[config.mk]
export PLATFORM = sky130hd
export DESIGN_NAME = hgs_ctrl
export DESIGN_NICKNAME = d
export VERILOG_FILES = /design/src/design/hgs_pkg.sv /design/src/design/hgs_ctrl.sv
export SDC_FILE = /design/constraint.sdc
export NUM_CORES = 1
export LEC_CHECK = 0
export ABC_AREA = 1
export BUFFER_PORTS_ARGS = -buffer_cell sky130_fd_sc_hd__buf_2
export CAP_MARGIN = 20
export CORE_AREA = 8 8 45 47
export CTS_CLUSTER_DIAMETER = 200
export DETAILED_ROUTE_END_ITERATION = 7
export DIE_AREA = 0 0 53 55
export PLACE_DENSITY_LB_ADDON = 0.1
export SLEW_MARGIN = 20
export SYNTH_ARGS = -nofsm -noshare
export SYNTH_HDL_FRONTEND = slang
export SYNTH_SLANG_ARGS = --single-unit
[constraint.sdc]
create_clock -name clk -period 1.05 [get_ports clk]
set_input_delay 0.21 -clock clk [delete_from_list [all_inputs] [get_ports clk]]
set_output_delay 0.21 -clock clk [all_outputs]
set_load 0.01 [all_outputs]
[src/design/hgs_pkg.sv]
`timescale 1ns / 1ps

package hgs_pkg;

	// Default grid capacity.
	localparam int MAX_COLUMNS_DEF = 64;
	localparam int MAX_ROWS_DEF    = 64;

	// Field widths.
	localparam int HEIGHT_W   = 16;
	localparam int INDEX_W    = 8;
	localparam int GRID_W     = 7;
	localparam int BAND_W     = 3;
	localparam int CFG_IDX_W  = 2;
	localparam int S_TDATA_W  = 32;
	localparam int M_TDATA_W  = 56;

	// Difference of two heights, one bit wider than a height.
	localparam int DIFF_W = HEIGHT_W + 1;
	// Difference scaled by the band fractions.
	localparam int PROD_W = DIFF_W + 8;

	// Configuration register indexes.
	localparam logic [CFG_IDX_W-1:0] REG_GRID_COLUMNS = 2'd0;
	localparam logic [CFG_IDX_W-1:0] REG_GRID_ROWS    = 2'd1;

	// Reset values.
	localparam logic [GRID_W-1:0]          GRID_RESET    = 7'd64;
	localparam logic signed [HEIGHT_W-1:0] LOWEST_RESET  = 16'sd0;
	localparam logic signed [HEIGHT_W-1:0] HIGHEST_RESET = 16'sd1600;
	// Range used when the extremes do not span a positive interval (1.0 in Q12.4).
	localparam logic signed [DIFF_W-1:0]   UNIT_RANGE    = 17'sd16;

	// Band thresholds as exact fractions of BAND_SCALE.
	localparam int BAND_SCALE = 100;
	localparam int FRAC_SAND  = 20;
	localparam int FRAC_GRASS = 35;
	localparam int FRAC_ROCK  = 65;
	localparam int FRAC_SNOW  = 85;

	// Elevation band codes.
	localparam logic [BAND_W-1:0] BAND_WATER = 3'd0;
	localparam logic [BAND_W-1:0] BAND_SAND  = 3'd1;
	localparam logic [BAND_W-1:0] BAND_GRASS = 3'd2;
	localparam logic [BAND_W-1:0] BAND_ROCK  = 3'd3;
	localparam logic [BAND_W-1:0] BAND_SNOW  = 3'd4;

	// Commands from the controller to the datapath.
	typedef struct packed {
		logic clear_wr;
		logic capture;
		logic lookup;
		logic range;
		logic emit;
	} hgs_cmd_t;

	// Status from the datapath to the controller.
	typedef struct packed {
		logic clear_last;
		logic out_free;
	} hgs_sts_t;

endpackage

[src/design/hgs_ctrl.sv]
`timescale 1ns / 1ps

module hgs_ctrl import hgs_pkg::*; (
	input  logic     clk,
	input  logic     arst_n,
	input  logic     s_tvalid,
	output logic     s_tready,
	output hgs_cmd_t cmd,
	input  hgs_sts_t sts
);

	typedef enum logic [2:0] {
		ST_CLEAR,
		ST_IDLE,
		ST_LOOKUP,
		ST_RANGE,
		ST_EMIT
	} state_t;

	state_t state_q;
	logic   ready_q;

	// State register with the registered ready output.
	always_ff @(posedge clk or negedge arst_n) begin
		if (!arst_n) begin
			state_q <= ST_CLEAR;
			ready_q <= 1'b0;
		end else begin
			unique case (state_q)
				ST_CLEAR: begin
					if (sts.clear_last) begin
						state_q <= ST_IDLE;
						ready_q <= 1'b1;
					end
				end
				ST_IDLE: begin
					if (s_tvalid) begin
						state_q <= ST_LOOKUP;
						ready_q <= 1'b0;
					end
				end
				ST_LOOKUP: state_q <= ST_RANGE;
				ST_RANGE:  state_q <= ST_EMIT;
				ST_EMIT: begin
					if (sts.out_free) begin
						state_q <= ST_IDLE;
						ready_q <= 1'b1;
					end
				end
				default: begin
					state_q <= ST_CLEAR;
					ready_q <= 1'b0;
				end
			endcase
		end
	end

	assign s_tready = ready_q;

	// Decode the datapath commands from the current state.
	always_comb begin
		cmd = '0;
		cmd.capture = s_tvalid && ready_q;
		unique case (state_q)
			ST_CLEAR:  cmd.clear_wr = 1'b1;
			ST_LOOKUP: cmd.lookup = 1'b1;
			ST_RANGE:  cmd.range = 1'b1;
			ST_EMIT:   cmd.emit = sts.out_free;
			default:   ;
		endcase
	end

endmodule

# == Word-level counts from Yosys, hierarchy flattened ==
# Index checks and enable logic that the tools add are counted.
# classes
bitwise,1
mul,0
eq_ne,7
n_mux,12
n_addsub,0
reduce_logical,5
n_shift,0
n_lt_le_gt_ge,0
div_mod_pow,0
# ops
op,n
case mux 3 bit (5 select lines),1
2-to-1 mux 3 bit,3
2-to-1 mux 1 bit,7
"equality test 3 x 2 -> 1 bit, second input constant",2
"inequality test 2 bit, second input constant",3
case mux 1 bit (4 select lines),1
AND reduction 4 bit,1
"equality test 3 x 1 -> 1 bit, second input constant",1
"equality test 3 bit, second input constant",1
zero test 3 bit,1
AND reduction 3 bit,1
OR reduction 2 bit,1
logical AND 1 bit,1
NOT 1 bit,1
# word_totals
latchBits,0
n_memories,0
output_inout_bits,6
ram_bits,0
romBits,0
ff_bits,4
in_bits,5
wordCells,27

# == Depth between registers and ports, before layout ==
# Gate-level depths: netlist of the first run.
# depth
depth_word,4
mapped_depth,6

# == Least setup slack after synthesis of the first run ==
# No wires, ideal clock.
# synth_path
kind,register to output
from,register state_q[1]
to,output port cmd[0] (netlist name)
t_required_ns,0.840
slack_ns,-0.054
stages_incl_launch_ff,4
t_arrival_ns,0.894
cell_sequence,dfrtp_1 -> nor2_4 -> clkinv_1 -> nor3_2
# synth_rtl
item,line_no,source
from (decl),hgs_ctrl.sv:20,state_t state_q;
from (signal assigned),hgs_ctrl.sv:26,state_q <= ST_CLEAR;
from (signal assigned),hgs_ctrl.sv:32,state_q <= ST_IDLE;
from (signal assigned),hgs_ctrl.sv:38,state_q <= ST_LOOKUP;
to (decl),hgs_ctrl.sv:8,"output hgs_cmd_t cmd,"

==> metrics.cfg, run 1 <==
[finish]
syn2layout_area_growth_pct=77.7
fillers=163
antennaDiodeCount=0
layout-drive-gt1-share=0.638
layout.cells.non_filler=74
fin_nets=65
finalInstanceArea_sq_um=469

[route]
viasPerCell=4.14
drt_iter0_markers=1
drc=0
wl_um=752
wl_met3_um=51
met1_length_um=246
wire_per_inst_um=10.2
met2WireLength_um=438
final_antenna_net_count=0
vias=306
firstDrtPassIters=3
highest_layer=met4

[power_and_ir_drop]
swShare=0.429
power_density_nw_per_um2=3340
max-vdd-ir-drop_mv=1.05
p_int_w=0.000895
power_leakage_nw=0.260
p_seq_frac=0.196
comb_power_share=0.689
power_frac_clock=0.116
p_switching_w=0.000673

[sta]
setup_violations=7
hold_violations=0
fin_ws_ps=-229
maxSlewHeadroom=0.902
max_slew.worst_pin.slew_ps=147
period_needed_ps=1280
fin_skew_ps=1.68
maxSlewViolCount=0
rsz0062_at_grt=true
fmax_mhz=782
period_share=1.22

[place]
dp.cells=65
io_buffers=10
preCtsSetupSlack_ps=-62.8
post-dp-hpwl_um=606
placed_cell_area_sq_um=379
gp_congestion=0.718

[global_route]
gr-total-overflow=0
grt_usage=0.0553
grt_antenna_before_repair=0
grt_pass1_vias=305
grt_max_degree=5
grt_pass1_wl_mm=1.15

[logic_synthesis]
ys_ff_latch=4
synth_compound_area_frac=0.0569
syn_area_sq_um=264
synth_xor_area_frac=0
synth_top_family_by_area=simple AND/OR/NAND/NOR gates
synth_warnings=0
yosysUniqueCellTypes=15
synth_fa_ha_area_frac=0
synthSimpleGateAreaFrac=0.479
syn_inst=34
ys_seq_area_frac=0.379
postSynthAreaPerCell_sq_um=7.76
synth_fp_nets=39
synthMuxAreaShare=0

[critical_path]
crit_path_end_kind=output port
worstPathRequired_ps=840
crit_type=flip-flop to output port
critPathMaxFanout=3
worstSetupStartpointType=flip-flop
critPathArrivalTime_ps=1070

[clock_tree]
h-tree-depth=1
cts_root_buf=clkbuf_4
cts_tree=built
clk_path_buf_depth=2
clock_sinks=4
numCtsBuffers=3
clk_latency_ps=230
clk_pin_slew_ps=40

[floorplan]
die_h_um=55
die_area_sq_um=2920
initial_utilization=0.191
ios=11
core_area_sq_um=1380
row_count=14
die_w_um=53

[outcome]
violations=negative setup slack
outcome=complete, but fails checks

[run]
drv_cap=0

[min_path]
hp-class=primary input to flip-flop

-- sequential cells by signal (all words and copies together) (netlist names) --
register / flops
state_q: 3
s_tready: 1
-- area by class of cell --
| type | instances | area (sq um) | area share |
|---|---|---|---|
| Multi-Input combinational cell | 24 | 160 | 0.341 |
| Timing Repair Buffer | 21 | 139 | 0.296 |
| Sequential cell | 4 | 100 | 0.213 |
| Inverter | 6 | 27.5 | 0.0587 |
| Clock buffer | 3 | 22.5 | 0.0480 |
| Tap cell | 16 | 20.0 | 0.0427 |
-- layer usage --
metal  track usage  vias to the layer above
li1              -                      155
met1        0.0413                      142
met2         0.105                        7
met3        0.0214                        2
met4        0.0517                        0
met5             0                        -
-- repair_timing --
action                                  CTS  global route
pin swaps                                 2             3
hold endpoints to repair                  4             0
gates resized for setup                   1             8
endpoints found under the setup margin    6             8
setup buffers                             3             2
hold buffers                              1             0
-- cell usage in the layout, fill, tap and decap left out --
cell type and n:
buf_2 10, buf_4 9, nand2_1 5, nor2_1 4
dfrtp_1 4, nand2_2 3, nand3_2 3, o21ai_1 3
clkbuf_4 3, nor2_4 2, inv_4 2, inv_1 2
inv_2 1, nor2_2 1, nor3_4 1, clkinv_1 1
nand3_1 1, nor3b_2 1, dlygate4sd3_1 1, buf_6 1
-- through the flow --
stage | power [W] | utilization | TNS [ps] | hold WS (ps)
after floorplan | 0.000816 | - | -88.0 | -85.6
after global placement | 0.00117 | 0.274 | -81.4 | 16.8
after detailed placement | 0.00117 | 0.274 | -129 | 19.4
after CTS | 0.00146 | 0.316 | -1040 | 302
after global routing | 0.00170 | 0.339 | -1500 | 315
final | 0.00157 | 0.339 | -978 | 303
-- synth_stat cells (all sizes together) --
master  instances  area share
inv             4       0.057
dfrtp           4        0.38
clkinv          2       0.028
nand3           4        0.13
nor3            1       0.038
nand2           8        0.12
nor3b           1       0.047
o21ai           3       0.057
nor2            7        0.14
-- final timing paths --
| check | start | end | slack, ps | cells after the start |
|---|---|---|---|---|
| max in group asynchronous | arst_n | s_tready | 620 | 2 |
| min | s_tvalid | state_q[0] | 300 | 4 |
| max | state_q[1] | cmd[2] | -230 | 4 |
| max reg2reg | state_q[0] | s_tready | -130 | 8 |
| min reg2reg | s_tready | s_tready | 520 | 2 |
| min in group asynchronous | arst_n | state_q[0] | 310 | 2 |
-- worst max-delay path, cell delays in order (launching register included) --
cell     delay [ps]
dfrtp_1         380
buf_4           140
nand2_2          70
nor2_2          110
buf_2           140
-- kinds of logic (layout without fill, tap and decap cells) --
group	Yosys count	in the layout
AND/OR/NAND/NOR	21	21
AO/OA/AOI/OAI	3	3
buffers and inverters	6	30
flip-flops	4	4
-- power groups by stage --
stage	Sequential, W	Combinational (W)	Clock (W)
after floorplan	0.000341	0.000476	0
after global placement	0.000306	0.000865	0
after detailed placement	0.000306	0.000864	0
after CTS	0.000304	0.000959	0.000193
after global routing	0.000317	0.00117	0.000211
final	0.000307	0.00108	0.000181
Note: power is estimated with default switching activity, not from simulation.
==> inputs of run 2 (changes only) <==
- RECOVER_POWER: default -> 25
- clock period: 1.05 -> 1.34 ns (I/O delays scaled with it)
==> metrics.cfg, run 2 (same netlist as run 1, synthesis figures left out) <==
[outcome]
outcome=finished clean

[place]
preCtsSetupSlack_ps=155  ; +218 ps
dp.cells=61  ; -6.2%
io_buffers=10  ; unchanged
post-dp-hpwl_um=562  ; -7.4%
gp_congestion=0.702  ; -2.3%

[floorplan]
die_h_um=55  ; unchanged
row_count=14  ; unchanged
die_area_sq_um=2920  ; unchanged
ios=11  ; unchanged
core_area_sq_um=1380  ; unchanged
initial_utilization=0.191  ; unchanged
die_w_um=53  ; unchanged

[global_route]
grt_pass1_vias=278  ; -8.9%
gr-usage-met3=0.0187  ; -0.00267
grt_usage=0.0526  ; -0.00274
met2_usage=0.0957  ; -0.00977
grt_max_degree=5  ; unchanged
grt_use_met1=0.0474  ; +0.00612
grt_pass1_wl_mm=1.10  ; -4.2%
grt_busiest_layer=met2
grt_antenna_before_repair=0  ; unchanged
gr-total-overflow=0  ; unchanged

[finish]
final_cell_mix=buf_4, buf_2, nand2_1
multi_input_area_sq_um=161  ; +0.78%
regMostFlops=state_q
layout-drive-gt1-share=0.603  ; -0.0345
seqCellArea_sq_um=101  ; +1.2%
antennaDiodeCount=0  ; unchanged
fin_nets=65  ; unchanged
syn2layout_area_growth_pct=79.6
fillers=158  ; -3.1%
largest_reg_flops=3  ; unchanged
layout.cells.non_filler=74  ; unchanged
final_common_cell=buf_4

[clock_tree]
clk_path_buf_depth=2  ; unchanged
clk_pin_slew_ps=30  ; about the same
clk_latency_ps=230  ; about the same
clock_sinks=4  ; unchanged
h-tree-depth=1  ; unchanged
numCtsBuffers=3  ; unchanged
cts_root_buf=clkbuf_4
cts_tree=built

[sta]
fin_ws_ps=11.7  ; +241 ps
max_slew.worst_pin.slew_ps=208  ; +61.7 ps
setup_violations=0  ; -7
hold_violations=0  ; unchanged
fin_skew_ps=2.16  ; +0.486 ps
period_needed_ps=1330
maxSlewHeadroom=0.861  ; -0.0405
fmax_mhz=753
period_share=0.991
maxSlewViolCount=0  ; unchanged
rsz0062_at_grt=true

[power_and_ir_drop]
power_frac_clock=0.114  ; -0.002
comb_power_share=0.687  ; -0.002
power_leakage_nw=0.260  ; about the same
p_int_w=0.000724  ; -19%
power_density_nw_per_um2=2650  ; -21%
max-vdd-ir-drop_mv=0.879  ; -16%
swShare=0.425  ; -0.00430
p_switching_w=0.000535  ; -21%
p_seq_frac=0.200  ; +0.004

[min_path]
hp-class=primary input to flip-flop

[critical_path]
crit_type=flip-flop to output port
crit_path_end_kind=output port
worstPathRequired_ps=1070  ; +230 ps
critPathMaxFanout=3  ; unchanged
critPathArrivalTime_ps=1060  ; about the same
worstSetupStartpointType=flip-flop

[route]
drt_iter0_markers=4  ; +3
firstDrtPassIters=2  ; -1
wl_um=738  ; -1.9%
vias=307  ; +0.33%
drc=0  ; unchanged
wire_per_inst_um=9.97  ; -1.9%
final_antenna_net_count=0  ; unchanged
viasPerCell=4.15  ; +0.33%

[run]
drv_cap=0  ; unchanged

run 2: layout make-up:
cell class              count  share of cell area
multi-input cells          24               0.340
clock buffers               3              0.0475
inverters                   6              0.0528
well taps                  16              0.0422
repair buffers             21               0.303
flip-flops and latches      4               0.214
run 2: what timing repair did:
item                                   CTS  global route
pin swaps                                0             4
setup buffers                            5             4
hold buffers                             1             0
setup endpoints to repair                3             4
gates resized for setup                  2             8
endpoints found under the hold margin    4             0
run 2: power by group through the flow:
stage / Combinational [W] / Clock, W / Sequential, W
global placement: 0.000534 / 0 / 0.000272
finish: 0.000864 / 0.000143 / 0.000251
floorplan: 0.000351 / 0 / 0.000267
CTS: 0.000671 / 0.000152 / 0.000250
global route: 0.000941 / 0.000161 / 0.000260
detailed placement: 0.000534 / 0 / 0.000270
run 2: worst paths after layout:
check                                start          to  slack, ps  cells past startpoint
worst max-delay path            state_q[0]      cmd[0]         10                      4
worst min-delay path              s_tvalid  state_q[0]        380                      4
worst max register to register  state_q[0]  state_q[0]        140                      6
worst min register to register    s_tready    s_tready        520                      2
max in group asynchronous           arst_n  state_q[0]        750                      2
min in group asynchronous           arst_n  state_q[1]        390                      2
run 2: layer usage:
layer	routed length, um	part of all wire	up-vias
li1	-	-	155
met1	257	0.35	147
met2	451	0.61	5
met3	29	0.039	0
met4	0	0	0
met5	0	0	-
run 2: worst max-delay path: stages (launching register included):
cell	delay, ps
dfrtp_2	420
nor2_4	140
inv_4	40
nor3_2	80
buf_2	140
run 2: through the flow:
step / util / hold slack, ps / cell area, sq um / total power [W] / setup TNS (ps)
global route: 0.343 / 416 / 474 / 0.00136 / -142
global placement: 0.247 / 74.6 / 342 / 0.000806 / 0
finish: 0.343 / 382 / 474 / 0.00126 / 0
floorplan: - / -27.6 / 264 / 0.000617 / 0
detailed placement: 0.247 / 76.3 / 342 / 0.000804 / 0
CTS: 0.299 / 355 / 414 / 0.00107 / -15.5
==> inputs of run 3 (changes only) <==
- CTS_BUF_LIST: default -> sky130_fd_sc_hd__clkbuf_16
- PLACE_DENSITY_LB_ADDON: 0.1 -> default
==> metrics.cfg, run 3 (same netlist as run 1, synthesis figures left out) <==
[power_and_ir_drop]
power_leakage_nw=0.251  ; -3.4%
power_density_nw_per_um2=2930  ; +10%
p_int_w=0.000868  ; +20%
power_frac_clock=0.334  ; +0.220
p_switching_w=0.000486  ; -9.1%
max-vdd-ir-drop_mv=1.01  ; +15%
p_seq_frac=0.188  ; -0.012
power_w=0.00135  ; +7.6%
swShare=0.359  ; -0.0659
comb_power_share=0.479  ; -0.208

[floorplan]
ios=11  ; unchanged
die_w_um=53  ; unchanged
row_count=14  ; unchanged
die_h_um=55  ; unchanged
die_area_sq_um=2920  ; unchanged
initial_utilization=0.191  ; unchanged
core_area_sq_um=1380  ; unchanged

[finish]
antennaDiodeCount=0  ; unchanged
regMostFlops=state_q
multi_input_area_sq_um=141  ; -12%
syn2layout_area_growth_pct=74.9
largest_reg_flops=3  ; unchanged
fillers=154  ; -2.5%
fin_nets=60  ; -7.7%
layout-drive-gt1-share=0.528  ; -0.0751
final_cell_mix=buf_2, nand2_1, nor2_1, buf_4
seqCellArea_sq_um=101  ; unchanged
final_common_cell=buf_2

[route]
wire_per_inst_um=9.06  ; -9.2%
viasPerCell=3.83  ; -7.8%
vias=264  ; -14%
wl_um=625  ; -15%
drc=0  ; unchanged
drt_iter0_markers=0  ; -4
firstDrtPassIters=1  ; -1
final_antenna_net_count=0  ; unchanged

[outcome]
outcome=finished clean

[place]
gp_congestion=0.699  ; -0.36%
io_buffers=10  ; unchanged
preCtsSetupSlack_ps=148  ; -7.82 ps
post-dp-hpwl_um=517  ; -8.0%

[clock_tree]
numCtsBuffers=3  ; unchanged
h-tree-depth=1  ; unchanged
clk_path_buf_depth=2  ; unchanged
clk_pin_slew_ps=30  ; about the same
cts_root_buf=clkbuf_16
clk_latency_ps=220  ; about the same
cts_tree=built
clock_sinks=4  ; unchanged

[critical_path]
crit_path_end_kind=output port
r2r_slack_ps=270  ; +130 ps
critPathMaxFanout=3  ; unchanged
r2r_cells=5  ; -1
reg2reg_from=state_q[1]
crit_chain=buf_4 > nand2_1 > nor2_1 > buf_2
path_buf_inv=2  ; unchanged
critPathArrivalTime_ps=1050  ; about the same
cpLargestDelayFamily=flip-flops
worstSetupStartpointType=flip-flop
r2r_end=state_q[0]
crit_type=flip-flop to output port
worstPathRequired_ps=1070  ; about the same
cpPeakStageDelay_ps=400  ; -20 ps
cp_slowest_cell=dfrtp_1

[global_route]
gr-total-overflow=0  ; unchanged
grt_max_degree=5  ; unchanged
grt_antenna_before_repair=0  ; unchanged
grt_pass1_vias=281  ; +1.1%
grt_usage=0.0498  ; -0.00279
grt_pass1_wl_mm=1.09  ; -1.3%

[min_path]
holdPathEnd=state_q[0]
min_from=s_tvalid
hp-class=primary input to flip-flop
min_path_cells=4  ; unchanged

[sta]
maxSlewViolCount=0  ; unchanged
rsz0062_at_grt=true
setup_tns_ps=0  ; unchanged
period_share=0.984  ; -0.00698
period_needed_ps=1320  ; -9.35 ps
setup_violations=0  ; unchanged
hold_violations=0  ; unchanged
maxSlewHeadroom=0.874  ; +0.0130
fmax_mhz=758  ; +0.71%
fin_ws_ps=21.1  ; +9.35 ps
hold_ws_ps=372  ; -10.5 ps
fin_skew_ps=0.715  ; -1.45 ps
max_slew.worst_pin.slew_ps=187  ; -21.5 ps

[run]
drv_cap=0  ; unchanged

-- run 3: area by class of cell --
cell class / count / area share
multi-input cells: 24 / 0.306
flip-flops and latches: 4 / 0.220
well taps: 16 / 0.0434
repair buffers: 16 / 0.209
inverters: 6 / 0.0596
clock buffers: 3 / 0.163
-- run 3: power by group through the flow --
stage / Combinational (W) / Sequential [W] / Clock (W)
6_report: 0.000648 / 0.000254 / 0.000452
5_1_grt: 0.000740 / 0.000261 / 0.000474
4_1_cts: 0.000650 / 0.000253 / 0.000458
3_5_place_dp: 0.000525 / 0.000274 / 0
3_3_place_gp: 0.000519 / 0.000270 / 0
2_1_floorplan: 0.000351 / 0.000267 / 0
-- run 3: metrics by stage --
step | instances | cell area (sq um) | util
after global routing | 69 | 462 | 0.334
after floorplan | 34 | 264 | -
after detailed placement | 61 | 342 | 0.247
after CTS | 69 | 462 | 0.334
after global placement | 61 | 342 | 0.247
final | 69 | 462 | 0.334
-- run 3: how the worst max path moves through the flow --
| stage | start | endpoint | depth (start not counted) |
|---|---|---|---|
| floorplan | state_q[1] | cmd[0] | 3 |
| global placement | state_q[1] | cmd[0] | 4 |
| detailed placement | state_q[1] | cmd[0] | 4 |
| CTS | state_q[1] | cmd[0] | 4 |
| global route | state_q[0] | cmd[1] | 4 |
| finish | state_q[0] | cmd[1] | 4 |
-- run 3: layer usage --
layer,share of wire,up-vias,GRT usage
met1,0.46,113,0.0564
met2,0.45,7,0.0801
met3,0.086,0,0.0187
met4,0,0,0.0259
li1,-,144,-
met5,0,-,0
-- run 3: tightest hold or removal path, stage by stage --
cell and delay, ps:
buf_2 90, nor2_1 40, nand2_1 80, o21ai_1 70
-- run 3: timing repair --
item / CTS / global route
gates resized for setup: 3 / 1
buffers inserted: 4 / 0
endpoints found under the setup margin: 3 / 4
pin swaps: 0 / 0
hold buffers: 1 / 0
endpoints found under the hold margin: 4 / 0
